--- config.mk ---
export PLATFORM = sky130hd
export DESIGN_NAME = siw_cfg
export DESIGN_NICKNAME = d
export VERILOG_FILES = /design/src/hw/rtl/siw_pkg.sv /design/src/hw/rtl/siw_cfg.sv
export SDC_FILE = /design/constraint.sdc
export NUM_CORES = 1
export LEC_CHECK = 0
export BUFFER_PORTS_ARGS = -buffer_cell sky130_fd_sc_hd__buf_2
export CAP_MARGIN = 20
export CELL_PAD_IN_SITES_DETAIL_PLACEMENT = 0
export CELL_PAD_IN_SITES_GLOBAL_PLACEMENT = 1
export CORE_ASPECT_RATIO = 1.2
export CORE_UTILIZATION = 25
export CTS_CLUSTER_SIZE = 24
export DETAILED_ROUTE_END_ITERATION = 10
export HOLD_SLACK_MARGIN = 0.06
export PLACE_DENSITY = 0.67
export SYNTH_ARGS = -nofsm -noshare
export SYNTH_HDL_FRONTEND = slang
export SYNTH_SLANG_ARGS = --single-unit
--- constraint.sdc ---
create_clock -name clk -period 1.2 [get_ports clk]
set_clock_uncertainty 0.1 [all_clocks]
set_input_delay 0.06 -clock clk [delete_from_list [all_inputs] [get_ports clk]]
set_output_delay 0.06 -clock clk [all_outputs]
set_load 0.1 [all_outputs]
--- src/hw/rtl/siw_pkg.sv ---
// ============================================================================
// siw_pkg
// Shared constants and a helper function for the signed index wrap block.
// ============================================================================
package siw_pkg;

    localparam int unsigned REG_WRAP_RANGE = 0;
    localparam int unsigned RANGE_RESET    = 1;

    // byte offset bits of one register slot: 4-byte slots up to 32 bits, else 8
    function automatic int unsigned reg_addr_lsb(input int unsigned width);
        int unsigned lsb;
        lsb = (width > 32) ? 3 : 2;
        return lsb;
    endfunction

endpackage

--- src/hw/rtl/siw_cfg.sv ---
// ============================================================================
// siw_cfg
// APB register file holding wrap_range; writes of zero are dropped.
// ============================================================================
module siw_cfg #(
    parameter int INDEX_WIDTH = 32,
    parameter int DATA_W      = 32,
    parameter int ADDR_LSB    = 2,
    parameter int PADDR_W     = 3
) (
    input  logic                   clk,
    input  logic                   rst_n,
    input  logic                   psel,
    input  logic                   penable,
    input  logic                   pwrite,
    input  logic [PADDR_W-1:0]     paddr,
    input  logic [DATA_W-1:0]      pwdata,
    output logic [DATA_W-1:0]      prdata,
    output logic                   pready,
    output logic [INDEX_WIDTH-1:0] wrap_range
);
    import siw_pkg::*;

    logic [INDEX_WIDTH-1:0] range_reg;
    logic [INDEX_WIDTH-1:0] range_next;
    logic [INDEX_WIDTH-1:0] wdata;
    logic                   sel_range;

    assign pready    = 1'b1;
    assign wdata     = pwdata[INDEX_WIDTH-1:0];
    assign sel_range = (paddr[PADDR_W-1:ADDR_LSB] == (PADDR_W-ADDR_LSB)'(REG_WRAP_RANGE));

    always_comb
    begin
        range_next = range_reg;
        if (psel && penable && pwrite && pready && sel_range && (wdata != '0))
        begin
            range_next = wdata;
        end
    end

    always_ff @(posedge clk or negedge rst_n)
    begin
        if (!rst_n)
        begin
            range_reg <= INDEX_WIDTH'(RANGE_RESET);
        end
        else
        begin
            range_reg <= range_next;
        end
    end

    always_comb
    begin
        prdata = '0;
        if (sel_range)
        begin
            prdata = DATA_W'(range_reg);
        end
    end

    assign wrap_range = range_reg;

endmodule

# Word level (Yosys, flattened, before mapping)
# Index checks and enable logic that the tools add are counted.
[word_totals]
reg_bits = 32
inputBits = 40
output_inout_bits = 65
word_cells = 8
[classes]
mux = 1
n_bitwise = 1
n_reduce_logical = 5
[op_table]
columns = ["op", "count"]
rows = [
  ["2-to-1 mux 32 bit", 1],
  ["nonzero test 32 bit", 1],
  ["logical AND 1 bit", 4],
  ["NOT 1 bit", 1],
]

# Longest topological paths before layout
[logic_depth]
ltp_word = 4
depth_mapped = 5
depth_no_buf = 4

# Worst setup path after synthesis
# OpenSTA, ideal clock, no wires.
[synth_timing]
path_kind = "register to output"
startpoint = "register range_reg[17] (netlist: wrap_range[17])"
endpoint = "output port prdata[17]"
t_arrival_ns = 2.359
required_ns = 1.040
setup_slack_ns = -1.319
stages_incl_launch_ff = 2
n_path_buf = 0
path_cell_list = "dfrtp_1 > nor2b_1"
[synth_via]
elab_chain_cells = 1
[synth_lines]
columns = ["element", "line", "text"]
rows = [
  ["from (decl)", "siw_cfg.sv:24", "logic [INDEX_WIDTH-1:0] range_reg;"],
  ["from (signal assigned)", "siw_cfg.sv:46", "range_reg <= INDEX_WIDTH'(RANGE_RESET);"],
  ["from (signal assigned)", "siw_cfg.sv:50", "range_reg <= range_next;"],
  ["2-to-1 mux 32 bit", "siw_cfg.sv:57", "if (sel_range)"],
  ["to (decl)", "siw_cfg.sv:18", "output logic [DATA_W-1:0] prdata,"],
]
# No other way between the ends.

# Final worst setup path
[layout_timing]
startpoint = "input port pwdata[15]"
endpoint = "register range_reg[1] (netlist: wrap_range[1])"
[layout_via]
elab_chain_cells = 2
[layout_lines]
columns = ["element", "line", "text"]
rows = [
  ["from (decl)", "siw_cfg.sv:17", "input logic [DATA_W-1:0] pwdata,"],
  ["nonzero test 32 bit", "siw_cfg.sv:36", "if (psel && penable && pwrite && pready && sel_range && (wdata != '0))"],
  ["logical AND 1 bit", "siw_cfg.sv:36", ""],
]
# No other way between the ends.
# A chain may end at the register's enable or synchronous reset.

==> flow_summary.yaml <==
run_status:
  status: "finished, violations left"
  violations: "setup timing"
cts:
  cts.path.max_buffers: 2
  clkLatencyLatePin_ns: 0.28
  cts.clk_slew.worst_paths_ns: 0.07
  cts_sinks: 32
  cts_tree: "yes"
  numCtsBuffers: 5
  htree_levels: 2
  cts_root_buffer: "clkbuf_8"
final_layout:
  layout_common_cells: "buf_12 (68), buf_6 (39), nor2b_4 (32), mux2_4 (32), dlygate4sd3_1 (32)"
  finalInstanceArea_um2: 4790
  areaGrowthSynthToFinish_pct: 218
  fin_nets: 352
  final_common_cell: "buf_12"
  stdcell_count: 393
  largest_register_ffs: 32
  n_antenna_cell: 0
  drive_gt1_frac: 0.885
  fin_util: 0.834
logic_synthesis:
  synthCells: 116
  synth_area_um2: 1510
  synth.top_cell.area_share: 0.515
  synth_area_leaders: "dfrtp_1 (51%), mux2_2 (22%), nor2b_1 (13%)"
  avgSynthCellArea_um2: 13.0
  yosys_warnings: 0
  synth.distinct_cells: 13
  seq_area_frac_synth: 0.532
  synth_top_cell_by_area: "dfrtp_1"
  syn_nets: 156
  synth_seq_cells: 32
power_and_ir_drop:
  p_leak_nw: 2.21
  p_int_mw: 4.97
  pwr-share-seq: 0.183
  combPwrFrac: 0.694
  power_density_nw_per_um2: 1960
  total_power_mw: 9.37
  irDropWorstVdd_v: 0.00126
  power.switching_mw: 4.40
  swShare: 0.469
  clkPwrFrac: 0.123
timing:
  max_slew_margin: 0.559
  post-route-period-util: 1.24
  drv_slew: 0
  rsz0062_at_grt: "yes"
  worstMarginPinSlew_ns: 0.662
  fin_ws_ns: -0.287
  hold_viol_final: 0
  fmax_ghz: 0.672
  fin_setup_tns_ns: -11.10
  setup_viol: 94
  fin_crit_ns: 1.49
  hold_slack_ns: 0.0780
place:
  placed_area_um2: 3710
  gp_congestion: 0.698
  port_buffers: 101
  dp_hpwl_um: 4080
  pre_cts_slack_ns: -0.660
  dp.cells: 308
routing:
  remaining_drc_errors: 0
  routed-via-count: 1793
  antenna_left: 0
  drt_iter0_drc: 34
  wire_per_inst_um: 18.8
  wl_um: 7400
  vias_per_cell: 4.56
  dr.pass1.iters: 4
die:
  die_w_um: 72.9
  ios: 105
  dieArea_um2: 6350
  die_h_um: 87.1
  rows: 30
  initial_utilization: 0.263
  core_area_um2: 5740
critical_path:
  crit_chain: "buf_8 -> nor4_4 -> nand4_1 -> o21ai_4 -> buf_12 -> buf_12 -> mux2_4"
  cpLargestDelayFamily: "simple AND/OR/NAND/NOR gates"
  critPathMaxFanout: 5
  crit_path_top_delay_cell: "nor4_4"
  path_buf_inv: 3
  critical_path_class: "input port to register"
  cp_common_cell: "buf_12"
  cpPeakStageDelay_ns: 0.31
  cp-end-kind: "register"
  startpoint_type: "input port"
  arrival_ns: 1.55
  critPathRequiredTime_ns: 1.26
global_route:
  track_usage: 0.233
  grt_pass1_vias: 2021
  grt_max_degree: 33
  grt_pass1_wl_um: 10800
  antenna_found_initial: 0
  grt_remaining_overflow: 0
job:
  maxCapViolations: 0
worst_hold_path:
  hold_class: "input port to register"
kinds of logic (layout without fill, tap and decap cells):
family,after synthesis,after routing,share of synthesized area
and+or+nand+nor,43,43,0.181
other,1,1,0.00249
buffers and inverters,7,204,0.0349
DFF,32,32,0.532
AOI/OAI and AO/OA,1,1,0.0108
muxes,32,32,0.239
cell type report:
cell class                 instances  area [µm²]
clock buffer                       7        96.3
sequential                        32         920
tap                               80         100
clock inverter                     1        30.0
multi-input combinational         77        1130
fill                             283         952
timing repair buffer             196        2510
timing repair:
action	in CTS	in global routing
buffers inserted	36	9
resized for setup	56	9
hold endpoints to repair	63	0
cloned	2	0
pin swaps	6	4
endpoints found under the setup margin	65	95
hold buffers	32	0
synth_stat cells, drive strengths merged:
cell and count:
and4b 1, buf 4, clkbuf 3, conb 1
dfrtp 31, dfstp 1, mux2 32, nand4 2
nor2b 32, nor4 8, o21ai 1
per-layer routing:
layer	routed length, µm	vias up	share of wire	global-route usage
met1	2680	897	0.36	0.254
met4	224	0	0.030	0.0677
li1	-	796	-	-
met2	4180	83	0.56	0.433
met3	312	17	0.042	0.0637
met5	0	-	0	0
path summary, 6_finish.rpt:
check	end	cells past startpoint	startpoint	slack, ns
max	wrap_range[1]	7	pwdata[15]	-0.29
min	wrap_range[21]	4	pwdata[21]	0.08
max reg2reg	wrap_range[7]	3	wrap_range[7]	-0.04
min reg2reg	wrap_range[20]	1	wrap_range[20]	0.49
max in group asynchronous	wrap_range[2]	3	rst_n	0.41
min in group asynchronous	wrap_range[26]	2	rst_n	0.13
worst reg2reg max path, cell delays in order (launching register included):
cell and delay [ns]:
dfrtp_4 0.50, buf_6 0.14, buf_4 0.13, mux2_4 0.25
power by group through the flow:
stage | Combinational [mW] | Sequential (mW) | Clock, mW
floorplan | 1.83 | 3.46 | 0
global placement | 5.49 | 1.85 | 0
detailed placement | 5.54 | 1.85 | 0
CTS | 6.38 | 1.70 | 1.16
global route | 6.65 | 1.75 | 1.22
finish | 6.50 | 1.72 | 1.15
No activity file was read; power rests on OpenSTA's default activity.
