[src/hw/rtl/siw_fix.sv]
// ============================================================================
// siw_fix
// Output stage: folds a negative remainder back into range, holds the result.
// ============================================================================
module siw_fix #(
    parameter int INDEX_WIDTH = 32
) (
    input  logic                   clk,
    input  logic                   rst_n,
    input  logic                   en,
    input  logic [INDEX_WIDTH-1:0] range,
    input  logic                   valid_in,
    input  logic                   neg_in,
    input  logic [INDEX_WIDTH-1:0] rem_in,
    output logic                   valid_out,
    output logic [INDEX_WIDTH-1:0] result
);
    logic                   valid_reg;
    logic [INDEX_WIDTH-1:0] result_reg;
    logic [INDEX_WIDTH-1:0] result_next;

    always_comb
    begin
        if (neg_in && (rem_in != '0))
        begin
            result_next = range - rem_in;
        end
        else
        begin
            result_next = rem_in;
        end
    end

    always_ff @(posedge clk or negedge rst_n)
    begin
        if (!rst_n)
        begin
            valid_reg <= 1'b0;
        end
        else if (en)
        begin
            valid_reg <= valid_in;
        end
    end

    always_ff @(posedge clk)
    begin
        if (en)
        begin
            result_reg <= result_next;
        end
    end

    assign valid_out = valid_reg;
    assign result    = result_reg;

endmodule

[config.mk]
export PLATFORM = sky130hd
export DESIGN_NAME = siw_fix
export DESIGN_NICKNAME = d
export VERILOG_FILES = /design/src/hw/rtl/siw_fix.sv
export SDC_FILE = /design/constraint.sdc
export NUM_CORES = 1
export LEC_CHECK = 0
export CAP_MARGIN = 0
export CORE_MARGIN = 2
export CORE_UTILIZATION = 40
export DETAILED_ROUTE_END_ITERATION = 10
export DONT_BUFFER_PORTS = 1
export SETUP_SLACK_MARGIN = 0.15
export SLEW_MARGIN = 20
export SYNTH_ARGS = -nofsm -noshare
export SYNTH_HDL_FRONTEND = slang
export SYNTH_SLANG_ARGS = --single-unit
[constraint.sdc]
create_clock -name clk -period 1.05 [get_ports clk]
set_clock_uncertainty 0.2 [all_clocks]
set_input_delay 0.21 -clock clk [delete_from_list [all_inputs] [get_ports clk]]
set_output_delay 0.21 -clock clk [all_outputs]
set_load 0.01 [all_outputs]
* Yosys cells after proc, flatten, opt, wreduce, memory -nomap -nowiden
Cells that the tools add are included.
Widths: inputs -> output; s select.
** Storage, ports and cells
- Register bits after elaboration :: 33
- Word-level logic and storage cells :: 6
- Output and inout port bits :: 33
** Operators by class
- Muxes and demuxes :: 1
- Add/sub/neg operators :: 1
- Reduce and logical (&&, ||, !) cells :: 2
** Operator list (number)
- $mux 32 :: 1
- $reduce_bool 32->1 :: 1
- $sub 32x32->32 :: 1
- $logic_and 1x1->1 :: 1

* Longest topological paths before layout
- Depth after elaboration :: 3
- Mapped depth :: 11
- Depth with buffers taken out :: 11

* Least setup slack after synthesis
OpenSTA, ideal clock, no wires.
- Path kind :: input to register
- From :: input port rem_in[17]
- To :: register result_reg[23], in the netlist result[23], data pin
- Arrival time :: 2.021 ns
- Setup slack :: -1.431 ns
- Stages on the path :: 9
- Library setup time :: 0.260 ns
- Cell sequence :: inv_1 ha_1 a21o_1 a31o_2 a221o_1 o211ai_2 nand2_1 xor2_1 mux2_2
** Between the ends
- Word-level cells in the longest chain between the ends :: 3
- Elaborated cells between the ends (all ways) :: 4
** Ends and longest elaborated chain
- from (decl) :: line 14 : input logic [INDEX_WIDTH-1:0] rem_in,
- parallel branches: the longest is 2 deep, another holds $sub 32x32->32
- $mux 32 (*) :: line 24 : if (neg_in && (rem_in != '0))
- net result_next[23] :: line 20 : logic [INDEX_WIDTH-1:0] result_next;
- to (signal assigned) :: line 50 : result_reg <= result_next;
- to (decl) :: line 19 : logic [INDEX_WIDTH-1:0] result_reg;
Mark *: on every way through the listed nets, which the timed path passes.
A chain may end at the register's enable or synchronous reset.

* Final worst setup path
- From :: input port rem_in[10]
- To :: register result_reg[22], in the netlist result[22], data pin
The elaborated chain is that of the path after synthesis.

==> reports/results.tsv <==
stage	metric	value	unit
synthesis	Post-synth EDFFs	32	
power_and_ir_drop	PwrDens	1010	mW/mm^2
flow_run	Max Cap Viol	0	
worst_hold_path	worst min path class	in2reg	
power_and_ir_drop	Clk network pwr share	19.6	%
route	per-cell routed wire length	16.8	um
route	Routed met1 length	4380	um
die	core area	0.00813	sq mm
clocking	TritonCTS clock tree	done	
power_and_ir_drop	part of the power in registers	36.3	%
route	DRT Pass-1 Iters	4	
synthesis	Synth Flop Type	edfxtp_1	
synthesis	Syn Nets	513	
worst_setup_path	Crit path required time	890	ps
sta	Tcrit/Tclk final	215	%
die	row count	33	
grt	aggregate global routing overflow	0	
placed_design	DPL Wire Length	8000	um
power_and_ir_drop	sw frac	34.2	%
route	detailed route wirelength on metal3	618	um
die	die area	0.00905	sq mm
placed_design	setup slack at placement	-1610	ps
route	Iter 0 DRT Violations	147	
finish	Area Overhead vs Synth	48.5	%
die	die width	95.1	um
finish	Nets	615	
power_and_ir_drop	cell internal pwr	3.27	mW
grt	largest net degree at the start of global routing	34	
synthesis	cell taking the most area after synthesis	edfxtp_1	
worst_setup_path	max incr delay on CP	360	ps
worst_setup_path	Worst EP arrival	2100	ps
finish	layout cells sized above 1	40.0	%
synthesis	asr flop ratio synth	3.03	%
finish	sequential cell area	986	sq um
route	top layer used by detailed routing	met4	
synthesis	synthesized area	0.00332	sq mm
synthesis	syn avg cell area	8.06	sq um
power_and_ir_drop	Pleak	2.12	nW
synthesis	number of synthesized register bits	33	
route	vias	3341	
synthesis	register area share after synthesis	29.7	%
route	WL final	10400	um
finish	max reg flops	32	
sta	Max-slew headroom	77.1	%
grt	initial antenna violation count	0	
worst_setup_path	CP endpoint kind	flip-flop	
synthesis	synthesized instance count	412	
route	# DRC	0	
worst_setup_path	Worst Path Max Fanout	6	
clocking	htree depth	2	
finish	area of the multi-input gates	0.00260	sq mm
sta	RSZ-0062 raised after global routing	yes	
grt	global-route wire length before repair	16000	um
synthesis	Synth area leaders	edfxtp_1 (29%), ha_1 (12%), nand2_1 (6.1%), o21ai_0 (5.6%), inv_1 (5.0%)	
sta	Pins Over Slew Limit	0	
die	DIE HEIGHT	95.1	um
route	DRT antenna net count	0	
placed_design	GP Congestion	0.874	
route	vias per cell	5.39	
finish	commonest non-fill, non-tap cells in the layout	buf_4 (96), nand2_1 (51), inv_1 (39)	
worst_setup_path	Worst path slowest cell	ha_1	
run_status	violated checks	negative hold slack, negative setup slack	
sta	final setup vio count	65	
route	WL met2	5240	um
clocking	Num CTS Buffers	5	
sta	worst hold margin	-178	ps
finish	Ant. Diodes	0	
grt	vias in the first global route	3344	
clocking	Hold-fix buffers, CTS	1	
sta	Total Neg Setup Slack	-30940	ps
sta	final hold vios	65	
run_status	status	finished, violations left	
worst_setup_path	crit-path most repeated cell	buf_4	
power_and_ir_drop	Logic pwr share	44.0	%
power_and_ir_drop	Psw	1.70	mW
synthesis	Yosys warnings	0	
sta	PnR worst setup slack	-1210	ps
clocking	Clock Path Buffers	2	
sta	crit path time final	2260	ps
sta	Max Clock Freq	0.443	GHz
finish	commonest non-fill, non-tap cell in the layout	buf_4	
die	Ports	102	
clocking	clock sinks	33	
power_and_ir_drop	VDD IR max	0.438	mV
placed_design	I/O Buffers	0	
worst_setup_path	crit path launch type	input port	
worst_setup_path	CP Cell Sequence	inv_1 -> ha_1 -> nand3_1 -> nor2_1 -> buf_4 -> a311oi_2 -> o211ai_2 -> buf_4 -> or2_4 -> xnor2_2 -> o21ai_1	
finish	final-layout fill cell count	688	
clocking	worst skew pair latency	290	ps
clocking	Clock Pin Slew Worst Setup and Hold Paths	80	ps
worst_setup_path	Setup CP Type	in2reg	
clocking	CTS Root Cell	clkbuf_8	
synthesis	post-synth cell types	55	
grt	GRT Overall Usage	22.8	%
synthesis	Yosys top cell area share	28.9	%
die	Initial Util	40.8	%
sta	Tightest Pin Transition	340	ps
[layer usage]
metal	up-vias	track usage [%]
met5	-	0
met4	0	6.40
met3	15	4.98
met2	94	40.2
met1	1554	27.8
li1	1678	-
[through the flow]
stage / util (%) / cells / total power [mW] / hold WS (ps) / area (sq um)
floorplan: - / 412 / 2.98 / -286 / 3620
global placement: 53.6 / 595 / 3.63 / -286 / 4360
detailed placement: 53.6 / 595 / 3.66 / -286 / 4360
CTS: 58.5 / 618 / 4.84 / -189 / 4760
global route: 60.7 / 620 / 5.28 / -195 / 4930
finish: 60.7 / 620 / 4.96 / -178 / 4930
[critical path: cells and delay by family]
family,cells,cell delay [ps]
buffers and inverters,3,330
AOI/OAI and AO/OA,3,580
xor gates and xnor gates,1,120
adders and majority gates,1,360
and+or+nand+nor,3,490
[cell type report]
type,count,area share (%)
multi-input combinational,316,52.7
timing repair buffer,113,18.8
sequential,33,20.0
clock buffer,6,1.47
clock inverter,2,0.203
inverter,45,4.23
tap,105,2.66
[synth_stat cells (2+ instances only)]
cell and instances:
or3_1 2, o211ai_2 4, nand3_1 14, and2_1 3, inv_1 44, ha_1 31
nand4_1 6, a31oi_1 2, xor2_1 13, nor3_1 8, o31ai_1 7, nand3b_1 2
a21boi_1 2, a21oi_2 2, clkbuf_1 14, a21oi_1 29, buf_2 4, mux2_2 2
o21ai_1 2, a21o_1 7, o21a_1 5, o21ai_0 37, nor2_1 19, nor2b_1 4
o21bai_1 3, nand2_1 54, edfxtp_1 32, and3_1 4, nand2b_1 7, nor4_1 8
o211ai_1 11, xnor2_1 7
[kinds of logic after synthesis]
kind of cell    Yosys count  share of synthesized area (%)
simple gates            135                           19.4
flops                    33                           29.7
fa+ha+maj                32                           12.3
mux                       2                          0.678
xor+xnor                 20                           5.27
compound gates          127                           25.5
buf+inv                  63                           7.27
[timing repair]
action | in CTS | in global routing
endpoints found under the hold margin | 65 | 65
buffers inserted | 14 | 2
endpoints found under the setup margin | 66 | 66
pin swaps | 34 | 19
gates resized for setup | 49 | 33
[worst paths after layout]
kind	from	end	slack (ps)	cells past startpoint
setup reg to reg	valid_out$_DFFE_PN0P_	valid_out$_DFFE_PN0P_	100	1
setup / recovery	rem_in[10]	result[22]$_DFFE_PP_	-1210	11
max in group asynchronous	rst_n	valid_out$_DFFE_PN0P_	620	1
hold / removal	en	result[0]$_DFFE_PP_	-180	0
hold reg to reg	valid_out$_DFFE_PN0P_	valid_out$_DFFE_PN0P_	330	1
min in group asynchronous	rst_n	valid_out$_DFFE_PN0P_	-80	1
[power groups by stage]
stage | Sequential, mW | Combinational (mW) | Clock, mW
6_report | 1.80 | 2.19 | 0.975
5_1_grt | 1.82 | 2.40 | 1.06
3_3_place_gp | 1.83 | 1.80 | 0
2_1_floorplan | 1.81 | 1.17 | 0
3_5_place_dp | 1.84 | 1.82 | 0
4_1_cts | 1.81 | 2.02 | 1.01
(Power assumes the default switching activity.)
