File: src/hw/rtl/siw_prep.sv
// ============================================================================
// siw_prep
// Entry stage: splits the signed index into sign and magnitude.
// ============================================================================
module siw_prep #(
    parameter int INDEX_WIDTH = 32
) (
    input  logic                   clk,
    input  logic                   rst_n,
    input  logic                   en,
    input  logic                   in_valid,
    input  logic [INDEX_WIDTH-1:0] index,
    output logic                   valid,
    output logic                   neg,
    output logic [INDEX_WIDTH-1:0] mag
);
    logic                   valid_reg;
    logic                   neg_reg;
    logic [INDEX_WIDTH-1:0] mag_reg;
    logic                   neg_next;
    logic [INDEX_WIDTH-1:0] mag_next;

    assign neg_next = index[INDEX_WIDTH-1];
    assign mag_next = neg_next ? (~index + INDEX_WIDTH'(1)) : index;

    always_ff @(posedge clk or negedge rst_n)
    begin
        if (!rst_n)
        begin
            valid_reg <= 1'b0;
        end
        else if (en)
        begin
            valid_reg <= in_valid;
        end
    end

    always_ff @(posedge clk)
    begin
        if (en)
        begin
            neg_reg <= neg_next;
            mag_reg <= mag_next;
        end
    end

    assign valid = valid_reg;
    assign neg   = neg_reg;
    assign mag   = mag_reg;

endmodule

File: config.mk
export PLATFORM = sky130hd
export DESIGN_NAME = siw_prep
export DESIGN_NICKNAME = d
export VERILOG_FILES = /design/src/hw/rtl/siw_prep.sv
export SDC_FILE = /design/constraint.sdc
export NUM_CORES = 1
export LEC_CHECK = 0
export BUFFER_PORTS_ARGS = -buffer_cell sky130_fd_sc_hd__buf_2
export CAP_MARGIN = 20
export CORE_ASPECT_RATIO = 1.2
export CORE_UTILIZATION = 44
export DETAILED_ROUTE_END_ITERATION = 10
export PLACE_DENSITY = 0.85
export REMOVE_ABC_BUFFERS = 1
export SLEW_MARGIN = 20
export SYNTH_ARGS = -nofsm -noshare
export SYNTH_HDL_FRONTEND = slang
export SYNTH_SLANG_ARGS = --single-unit
File: constraint.sdc
create_clock -name clk -period 0.8 [get_ports clk]
set_input_delay 0.04 -clock clk [delete_from_list [all_inputs] [get_ports clk]]
set_output_delay 0.04 -clock clk [all_outputs]
set_load 0.03 [all_outputs]
# Word-level counts from Yosys, hierarchy flattened
# Index checks and enable logic that the tools add are counted.
# totals
inputBits,36
out_inout_bits,34
latchBits,0
mem_bits_rw,0
regBits,34
mem_count,0
romBits,0
word_cells,7
# op_classes
reduce_logical,0
mul,0
addsub,1
muxes,1
bitwise,1
n_div,0
magnitude_cmp,0
shift,0
n_eq_ne,0
# ops
op,n
"adder 32 x 1 -> 32 bit, second input constant",1
NOT 32 bit,1
2-to-1 mux 31 bit,1

# Logic depth before layout (Yosys ltp)
# Gate-level depths: netlist (run 1).
# depth
word_depth,3
mapped_depth,5
ltp_nobuf,5

# Worst setup path after synthesis (run 1)
# Ideal clock, no wire load.
# synth_path
kind,input-to-reg
start,input port index[5]
end,"register mag_reg[28], in the netlist mag[28], data pin"
cell_stages,4
setup_ns,0.263
path_slack_ns,-0.560
path_buffers,0
t_arrival_ns,1.097
required_ns,0.537
cell_sequence,nor4_4 -> nand4_2 -> o41ai_2 -> xnor2_1
# synth_between
elab_chain_len,3
# synth_rtl
item,line_no,source
"start, declared",12,"input logic [INDEX_WIDTH-1:0] index,"
NOT 32 bit,24,assign mag_next = neg_next ? (~index + INDEX_WIDTH'(1)) : index;
adder 32 x 1 -> 32 bit,24,
2-to-1 mux 31 bit,24,
named net mag_next[28],21,logic [INDEX_WIDTH-1:0] mag_next;
"end signal, assigned",43,mag_reg <= mag_next;
"end, declared",19,logic [INDEX_WIDTH-1:0] mag_reg;
# The timed path passes the listed nets, and every way through them passes these cells.
# A chain may end at the register's enable or synchronous reset.

# Worst setup path in the final report (run 1)
# layout_path
start,input port index[15]
end,"register mag_reg[25], in the netlist mag[25], data pin"
# Same word-level chain as after synthesis.

==> load_flow_metrics.sql, run 1 <==
INSERT INTO impl_metrics (metric_group, metric, value, unit) VALUES
('cells_and_area', 'number_of_flip_flops_under_the_largest_register_name', '32', ''),
('floorplan', 'die-height', '72', 'um'),
('global_route', 'antenna_found_initial', '0', ''),
('sta', 'max_freq', '0.732', 'GHz'),
('global_route', 'grt_overflow_total', '0', ''),
('routing', 'detail_route.iter0.violations', '117', ''),
('floorplan', 'die_w', '60.3', 'um'),
('pwr', 'worst_ir_drop_vdd', '0.970', 'mV'),
('cells_and_area', 'diodes_inserted', '0', ''),
('setup_path', 'cp_data_arrival_time', '1.40', 'ns'),
('routing', 'post_route_wl', '7.55', 'mm'),
('floorplan', 'fp-row-count', '25', ''),
('synth', 'synthCells', '132', ''),
('cells_and_area', 'final_layout_size_suffix_gt1_share', '69.1', '%'),
('pwr', 'finalPower', '5.30', 'mW'),
('routing', 'routed_via_count', '1811', ''),
('clocking', 'clkSinkCount', '34', ''),
('clocking', 'root_buffer', 'sky130_fd_sc_hd__clkbuf_8', ''),
('synth', 'synth_top_cells_by_area', 'sky130_fd_sc_hd__edfxtp_1 (55%), sky130_fd_sc_hd__xnor2_1 (14%), sky130_fd_sc_hd__o41ai_2 (5.4%)', ''),
('routing', 'detail_route.drc_violations', '0', ''),
('floorplan', 'initial_core_util', '46.0', '%'),
('clocking', 'clock_insertion_delay_worst_skew', '0.29', 'ns'),
('routing', 'viasPerCell', '5.68', ''),
('clocking', 'path_clk_slew', '0.08', 'ns'),
('run', 'timing.max_cap.violations', '0', ''),
('cells_and_area', 'finish.net_count', '302', ''),
('synth', 'syn_avg_cell_area', '13.6', 'um2'),
('floorplan', 'coreArea', '3910', 'um2'),
('cells_and_area', 'number_of_fill_cells', '151', ''),
('synth', 'synth_area', '1800', 'um2'),
('global_route', 'grt_util_all_layers', '28.8', '%'),
('global_route', 'grt_pass1_wl', '8.76', 'mm'),
('place', 'dp.cells', '297', ''),
('sta', 'layout_worst_path_cycle_share', '171', '%'),
('place', 'place_hpwl', '3.26', 'mm'),
('routing', 'postRouteAntennaNets', '0', ''),
('sta', 'final-setup-viol-count', '61', ''),
('floorplan', 'num_io_pins', '70', ''),
('global_route', 'largest_net_degree_at_the_start_of_global_routing', '22', ''),
('clocking', 'cts_tree', 'yes', ''),
('setup_path', 'setup.worst_path.class', 'in2reg', ''),
('cells_and_area', 'instances_no_fill', '319', ''),
('setup_path', 'r2r_cells', '1', ''),
('setup_path', 'critical_path.max_fanout', '6', ''),
('synth', 'synth_largest_type_area_fraction', '55.2', '%'),
('cells_and_area', 'syn_to_final_growth', '93.0', '%'),
('sta', 'hold_violations', '0', ''),
('setup_path', 'critPathLaunchType', 'input pin', ''),
('pwr', 'p_leak', '1.39', 'nW'),
('synth', 'synth_cell_types', '28', ''),
('pwr', 'power_density', '1530', 'nW/um2'),
('status', 'violations', 'setup timing', ''),
('global_route', 'first_global_vias', '1835', ''),
('sta', 'finalWorstSetupSlack', '-0.567', 'ns'),
('clocking', 'cts_made_buffers', '5', ''),
('sta', 'timing_worst_slew_pin_value', '0.376', 'ns'),
('setup_path', 'timing.critical_path.to_type', 'flop', ''),
('status', 'outcome', 'finished, violations left', ''),
('sta', 'timing.final.max_slew_violations', '0', ''),
('synth', 'ys_warn_count', '0', ''),
('floorplan', 'dieArea', '4340', 'um2'),
('synth', 'seq_area_frac_synth', '56.5', '%'),
('routing', 'drt-wirelength-per-cell', '23.7', 'um'),
('place', 'place.gp.congestion', '0.776', ''),
('place', 'dp_worst_slack', '-0.800', 'ns'),
('sta', 'final.hold.worst_slack', '0.0719', 'ns'),
('sta', 'post-route-min-period', '1.37', 'ns'),
('place', 'port-buffer-count', '69', ''),
('routing', 'drt-pass1-iter-count', '4', ''),
('setup_path', 'cp.required', '0.83', 'ns'),
('synth', 'postSynthRegisterBits', '34', ''),
('sta', 'finClkSkew', '0', 'ns'),
('worst_hold_path', 'hold_path_class', 'in2async', ''),
('clocking', 'total_number_of_h_tree_levels', '2', ''),
('sta', 'slew_headroom', '74.8', '%'),
('synth', 'yosys.area.top_type', 'sky130_fd_sc_hd__edfxtp_1', ''),
('sta', 'grt_setup_unrepaired', 'true', ''),
('clocking', 'ctsLongestPathBuffers', '2', '');
[synthesized netlist by cell type]
master                     number
sky130_fd_sc_hd__o41ai_1        1
sky130_fd_sc_hd__inv_1          2
sky130_fd_sc_hd__o21ai_0        8
sky130_fd_sc_hd__nand3_1        1
sky130_fd_sc_hd__o41ai_2        6
sky130_fd_sc_hd__nand2_1       12
sky130_fd_sc_hd__nand4_2        1
sky130_fd_sc_hd__nand4_4        1
sky130_fd_sc_hd__ha_1           2
sky130_fd_sc_hd__nand4_1        1
sky130_fd_sc_hd__or3_1          2
sky130_fd_sc_hd__o31ai_1       10
sky130_fd_sc_hd__nor3_1         2
sky130_fd_sc_hd__nor4_2         1
sky130_fd_sc_hd__nand3b_1       1
sky130_fd_sc_hd__o31ai_2        1
sky130_fd_sc_hd__dfrtp_1        1
sky130_fd_sc_hd__or4_1          2
sky130_fd_sc_hd__nor4_1         2
sky130_fd_sc_hd__nor4_4         2
sky130_fd_sc_hd__nand2b_1       1
sky130_fd_sc_hd__clkbuf_1       1
sky130_fd_sc_hd__nor2_1         5
sky130_fd_sc_hd__edfxtp_1      33
sky130_fd_sc_hd__xnor2_1       29
sky130_fd_sc_hd__buf_1          2
sky130_fd_sc_hd__or4b_1         1
sky130_fd_sc_hd__mux2_2         1
[where the power goes]
group          switching [mW]  internal [mW]
Clock                   0.693          0.604
Combinational           0.925          0.788
Sequential              0.112           2.18
Total                    1.73           3.57
[per-layer routing]
metal  vias to the layer above  track usage (%)  part of all wire [%]
li1                        779                -                     -
met3                        29             7.13                   6.5
met2                       129             52.4                    54
met1                       874             28.5                    35
met5                         -                0                     0
met4                         0             16.8                   4.5
[stage by stage]
stage | util [%] | TNS [ns] | cell area [um2]
2_1_floorplan | - | -11.88 | 1790
3_3_place_gp | 65.2 | -17.74 | 2550
3_5_place_dp | 65.2 | -18.90 | 2550
4_1_cts | 82.0 | -10.00 | 3210
5_1_grt | 88.7 | -14.53 | 3470
6_report | 88.7 | -12.78 | 3470
[cell usage in the layout (no fill, tap or decap), types with 5 or more instances in the layout]
| master | n |
|---|---|
| sky130_fd_sc_hd__o41ai_4 | 5 |
| sky130_fd_sc_hd__edfxtp_1 | 33 |
| sky130_fd_sc_hd__nand2_2 | 5 |
| sky130_fd_sc_hd__xnor2_1 | 26 |
| sky130_fd_sc_hd__buf_6 | 49 |
| sky130_fd_sc_hd__buf_2 | 24 |
| sky130_fd_sc_hd__nand2_1 | 5 |
| sky130_fd_sc_hd__o31ai_4 | 7 |
| sky130_fd_sc_hd__nor4_4 | 5 |
| sky130_fd_sc_hd__clkbuf_8 | 5 |
| sky130_fd_sc_hd__buf_4 | 45 |
[layout make-up]
class	instances	area, um2	area share, %
clock buffer	6	72.6	2.09
tap	54	67.6	1.95
sequential	34	1020	29.3
timing repair buffer	127	1150	33.2
inverter	2	7.51	0.217
clock inverter	2	10.0	0.289
multi-input combinational	94	1140	33.0
[worst max-delay path, cell delays in order]
cell and delay, ns:
sky130_fd_sc_hd__buf_8 0.11, sky130_fd_sc_hd__nor4_4 0.26, sky130_fd_sc_hd__buf_4 0.19, sky130_fd_sc_hd__nand3_4 0.11, sky130_fd_sc_hd__buf_8 0.19, sky130_fd_sc_hd__o41ai_4 0.36, sky130_fd_sc_hd__xnor2_1 0.14
[cells by family after synthesis]
logic type / synth area share (%)
DFF: 56.5
buffers and inverters: 1.04
xor gates and xnor gates: 14.1
muxes: 0.627
adders and majority gates: 1.39
AOI/OAI and AO/OA: 13.0
and+or+nand+nor: 13.2
[final timing paths]
kind | start | endpoint | slack [ns]
worst max-delay path | index[15] | mag[25] | -0.57
worst min-delay path | rst_n | valid | 0.07
worst max register to register | valid | valid | -0.02
worst min register to register | valid | valid | 0.60
max in group asynchronous | rst_n | valid | 0.64
min in group clk | index[0] | mag[0] | 0.07
[what timing repair did]
| item | in CTS | in global routing |
|---|---|---|
| resized for setup | 124 | 44 |
| hold endpoints to repair | 2 | 0 |
| buffers inserted | 4 | 7 |
| pin swaps | 17 | 13 |
| endpoints found under the setup margin | 62 | 64 |
| hold buffers | 2 | 0 |
| gates cloned | 1 | 0 |
Power figures use the tool's default switching activity.
==> run 2: changes to the inputs <==
--- a/config.mk
+++ b/config.mk
@@ -8,9 +8,9 @@
 export BUFFER_PORTS_ARGS = -buffer_cell sky130_fd_sc_hd__buf_2
 export CAP_MARGIN = 20
 export CORE_ASPECT_RATIO = 1.2
-export CORE_UTILIZATION = 44
+export CORE_UTILIZATION = 48
 export DETAILED_ROUTE_END_ITERATION = 10
-export PLACE_DENSITY = 0.85
+export PLACE_DENSITY = 0.88
 export REMOVE_ABC_BUFFERS = 1
 export SLEW_MARGIN = 20
 export SYNTH_ARGS = -nofsm -noshare
==> constraint.sdc (replaced) <==
create_clock -name clk -period 1.48 [get_ports clk]
set_input_delay 0.074 -clock clk [delete_from_list [all_inputs] [get_ports clk]]
set_output_delay 0.074 -clock clk [all_outputs]
set_load 0.03 [all_outputs]
==> run 2 against run 1 <==
The run ends with DRC left. Sequential share of layout area grew 10 points. Count of clock-buffer cells in the layout is 1 lower. Via count down 17%. Routed wire length fell by 45%. Register-to-register slack improved by 0.77 ns. Clock power fell by 37%. Design area decreased by 26%. Die area shrank 8.1%. Non-clock buffer count decreased by 24. First-iteration DRC count shrank 40%. Critical path type unchanged. Largest cell class is now registers.
==> load_flow_metrics.sql, run 2 (same netlist as run 1, synthesis figures left out) <==
INSERT INTO impl_metrics (metric_group, metric, value, unit) VALUES
('status', 'outcome', 'finished, violations left', ''),
('status', 'violations', 'DRC', ''),
('setup_path', 'critPathMaxStageDelay', '0.39', 'ns'),
('cells_and_area', 'most-common-layout-cells', 'sky130_fd_sc_hd__buf_2 (69), sky130_fd_sc_hd__edfxtp_1 (33), sky130_fd_sc_hd__buf_4 (32)', ''),
('cells_and_area', 'syn_to_final_growth', '42.4', '%'),
('routing', 'detail_route.iter0.violations', '70', ''),
('routing', 'drt-pass1-iter-count', '7', ''),
('pwr', 'p_leak', '1.04', 'nW'),
('setup_path', 'timing.critical_path.cells', 'buf_2 > nor4_4 > nand4_1 > buf_4 > o31ai_1 > xnor2_1', ''),
('setup_path', 'r2r_end', 'valid', ''),
('clocking', 'clkSinkCount', '34', ''),
('worst_hold_path', 'hold_path_class', 'in2reg', ''),
('pwr', 'share_comb_of_total_power', '23.7', '%'),
('place', 'place_hpwl', '3.33', 'mm'),
('setup_path', 'timing.critical_path.to_type', 'flop', ''),
('run', 'timing.max_cap.violations', '0', ''),
('cells_and_area', 'final_layout_size_suffix_gt1_share', '51.2', '%'),
('clocking', 'root_buffer', 'sky130_fd_sc_hd__clkbuf_8', ''),
('sta', 'timing_worst_slew_pin_value', '0.404', 'ns'),
('setup_path', 'reg2reg_from', 'valid', ''),
('sta', 'hold_violations', '0', ''),
('setup_path', 'worst_setup_path_startpoint', 'index[9]', ''),
('pwr', 'finalPower', '2.64', 'mW'),
('clocking', 'post_cts.resized_instances', '0', ''),
('global_route', 'grt_overflow_total', '0', ''),
('clocking', 'clock_insertion_delay_worst_skew', '0.28', 'ns'),
('sta', 'timing.final.max_slew_violations', '0', ''),
('cells_and_area', 'finish.net_count', '277', ''),
('floorplan', 'dieArea', '3990', 'um2'),
('setup_path', 'cp_slowest_cell', 'sky130_fd_sc_hd__nor4_4', ''),
('global_route', 'grt_util_all_layers', '22.4', '%'),
('setup_path', 'cp.required', '1.51', 'ns'),
('pwr', 'power_density', '1030', 'nW/um2'),
('place', 'dpl-instance-area', '2440', 'um2'),
('floorplan', 'die-height', '69.0', 'um'),
('sta', 'slew_headroom', '72.8', '%'),
('routing', 'drt-wirelength-per-cell', '14.9', 'um'),
('clocking', 'ctsLongestPathBuffers', '2', ''),
('clocking', 'cts_made_buffers', '5', ''),
('clocking', 'cts_tree', 'yes', ''),
('routing', 'viasPerCell', '5.38', ''),
('routing', 'postRouteAntennaNets', '0', ''),
('clocking', 'path_clk_slew', '0.07', 'ns'),
('cells_and_area', 'final_common_cell', 'sky130_fd_sc_hd__buf_2', ''),
('sta', 'max_freq', '0.746', 'GHz'),
('floorplan', 'fp-row-count', '24', ''),
('global_route', 'grt_pass1_wl', '6.77', 'mm'),
('global_route', 'largest_net_degree_at_the_start_of_global_routing', '24', ''),
('setup_path', 'critPathLaunchType', 'input pin', ''),
('pwr', 'worst_ir_drop_vdd', '0.496', 'mV'),
('setup_path', 'critical_path.max_fanout', '3', ''),
('setup_path', 'timing.critical_path.to', 'mag[22]', ''),
('clocking', 'total_number_of_h_tree_levels', '2', ''),
('cells_and_area', 'number_of_flip_flops_under_the_largest_register_name', '32', ''),
('pwr', 'power.switching_fraction', '28.0', '%'),
('sta', 'post-route-min-period', '1.34', 'ns'),
('setup_path', 'r2r_cells', '1', ''),
('place', 'place.gp.congestion', '0.898', ''),
('pwr', 'sequentialPowerShare', '45.4', '%'),
('place', 'port-buffer-count', '69', ''),
('global_route', 'antenna_found_initial', '0', ''),
('cells_and_area', 'instances_no_fill', '279', ''),
('sta', 'layout_worst_path_cycle_share', '90.5', '%'),
('setup_path', 'setup.worst_path.class', 'in2reg', ''),
('pwr', 'p_clk_share', '30.9', '%'),
('cells_and_area', 'diodes_inserted', '0', ''),
('sta', 'final.hold.worst_slack', '0.0162', 'ns'),
('sta', 'finClkSkew', '0', 'ns'),
('global_route', 'first_global_vias', '1530', ''),
('pwr', 'power_switching', '0.741', 'mW'),
('setup_path', 'setup.reg_to_reg.worst_slack', '0.75', 'ns'),
('setup_path', 'cp_data_arrival_time', '1.37', 'ns'),
('cells_and_area', 'stdcell_area', '2560', 'um2'),
('sta', 'final-setup-viol-count', '0', ''),
('pwr', 'cellInternalPower', '1.90', 'mW'),
('place', 'dp.cells', '270', ''),
('floorplan', 'num_io_pins', '70', ''),
('routing', 'post_route_wl', '4.16', 'mm'),
('floorplan', 'coreArea', '3600', 'um2'),
('routing', 'detail_route.drc_violations', '6', ''),
('floorplan', 'initial_core_util', '49.9', '%'),
('floorplan', 'die_w', '57.9', 'um'),
('routing', 'routed_via_count', '1502', ''),
('sta', 'grt_setup_unrepaired', 'false', '');
-- run 2: cell count changes in the layout (fill, tap and decap cells not counted), sizes merged --
cell / delta
dlygate4sd3: -1
clkbuf: -1
bufinv: +1
nand4: -1
buf: -23
-- run 2: cell type report --
cell class              instances  area (um2)
fillers                       243        1040
flip-flops and latches         34        1020
multi-input cells              93         762
repair buffers                103         616
clock buffers                   5        68.8
well taps                      39        48.8
clock inverters                 3        40.0
inverters                       2        7.51
-- run 2: critical path, delay by kind of cell --
kind	cells	cell delay (ns)
buffers and inverters	2	0.31
AND/OR/NAND/NOR	2	0.56
XOR/XNOR	1	0.13
AO/OA/AOI/OAI	1	0.29
-- run 2: metrics by stage --
| step | util (%) | setup TNS (ns) | worst slack, ns |
|---|---|---|---|
| 2_1_floorplan | - | 0 | 0.0864 |
| 3_5_place_dp | 67.7 | -1.96 | -0.174 |
| 6_report | 71.0 | 0 | 0.140 |
| 3_3_place_gp | 67.7 | -1.37 | -0.161 |
| 5_1_grt | 71.0 | 0 | 0.00815 |
| 4_1_cts | 71.0 | 0 | 0.129 |
-- run 2: repair_timing --
action	CTS	global route
hold buffers	1	0
setup buffers	0	0
setup endpoints to repair	0	0
endpoints found under the hold margin	1	0
-- run 2: metal layers --
layer	wire length, um	vias up	track usage [%]
met2	2340	51	40.9
li1	-	723	-
met3	208	8	5.44
met1	1520	720	23.6
met5	0	-	0
met4	89	0	10.1
-- run 2: worst min path at each step --
stage              from  endpoint  slack (ns)  cells past startpoint
2_1_floorplan     rst_n     valid       -0.22                      0
3_3_place_gp      rst_n     valid       -0.15                      1
3_5_place_dp      rst_n     valid       -0.15                      1
4_1_cts        index[0]    mag[0]       0.009                      1
5_1_grt        index[0]    mag[0]        0.01                      1
6_report       index[0]    mag[0]        0.02                      1
-- run 2: power groups by stage --
stage	sequential (mW)	combinational (mW)	clock, mW
after CTS	1.20	0.628	0.828
after detailed placement	1.22	0.624	0
after floorplan	1.43	0.128	0
final	1.20	0.626	0.816
after global placement	1.22	0.607	0
after global routing	1.21	0.664	0.859
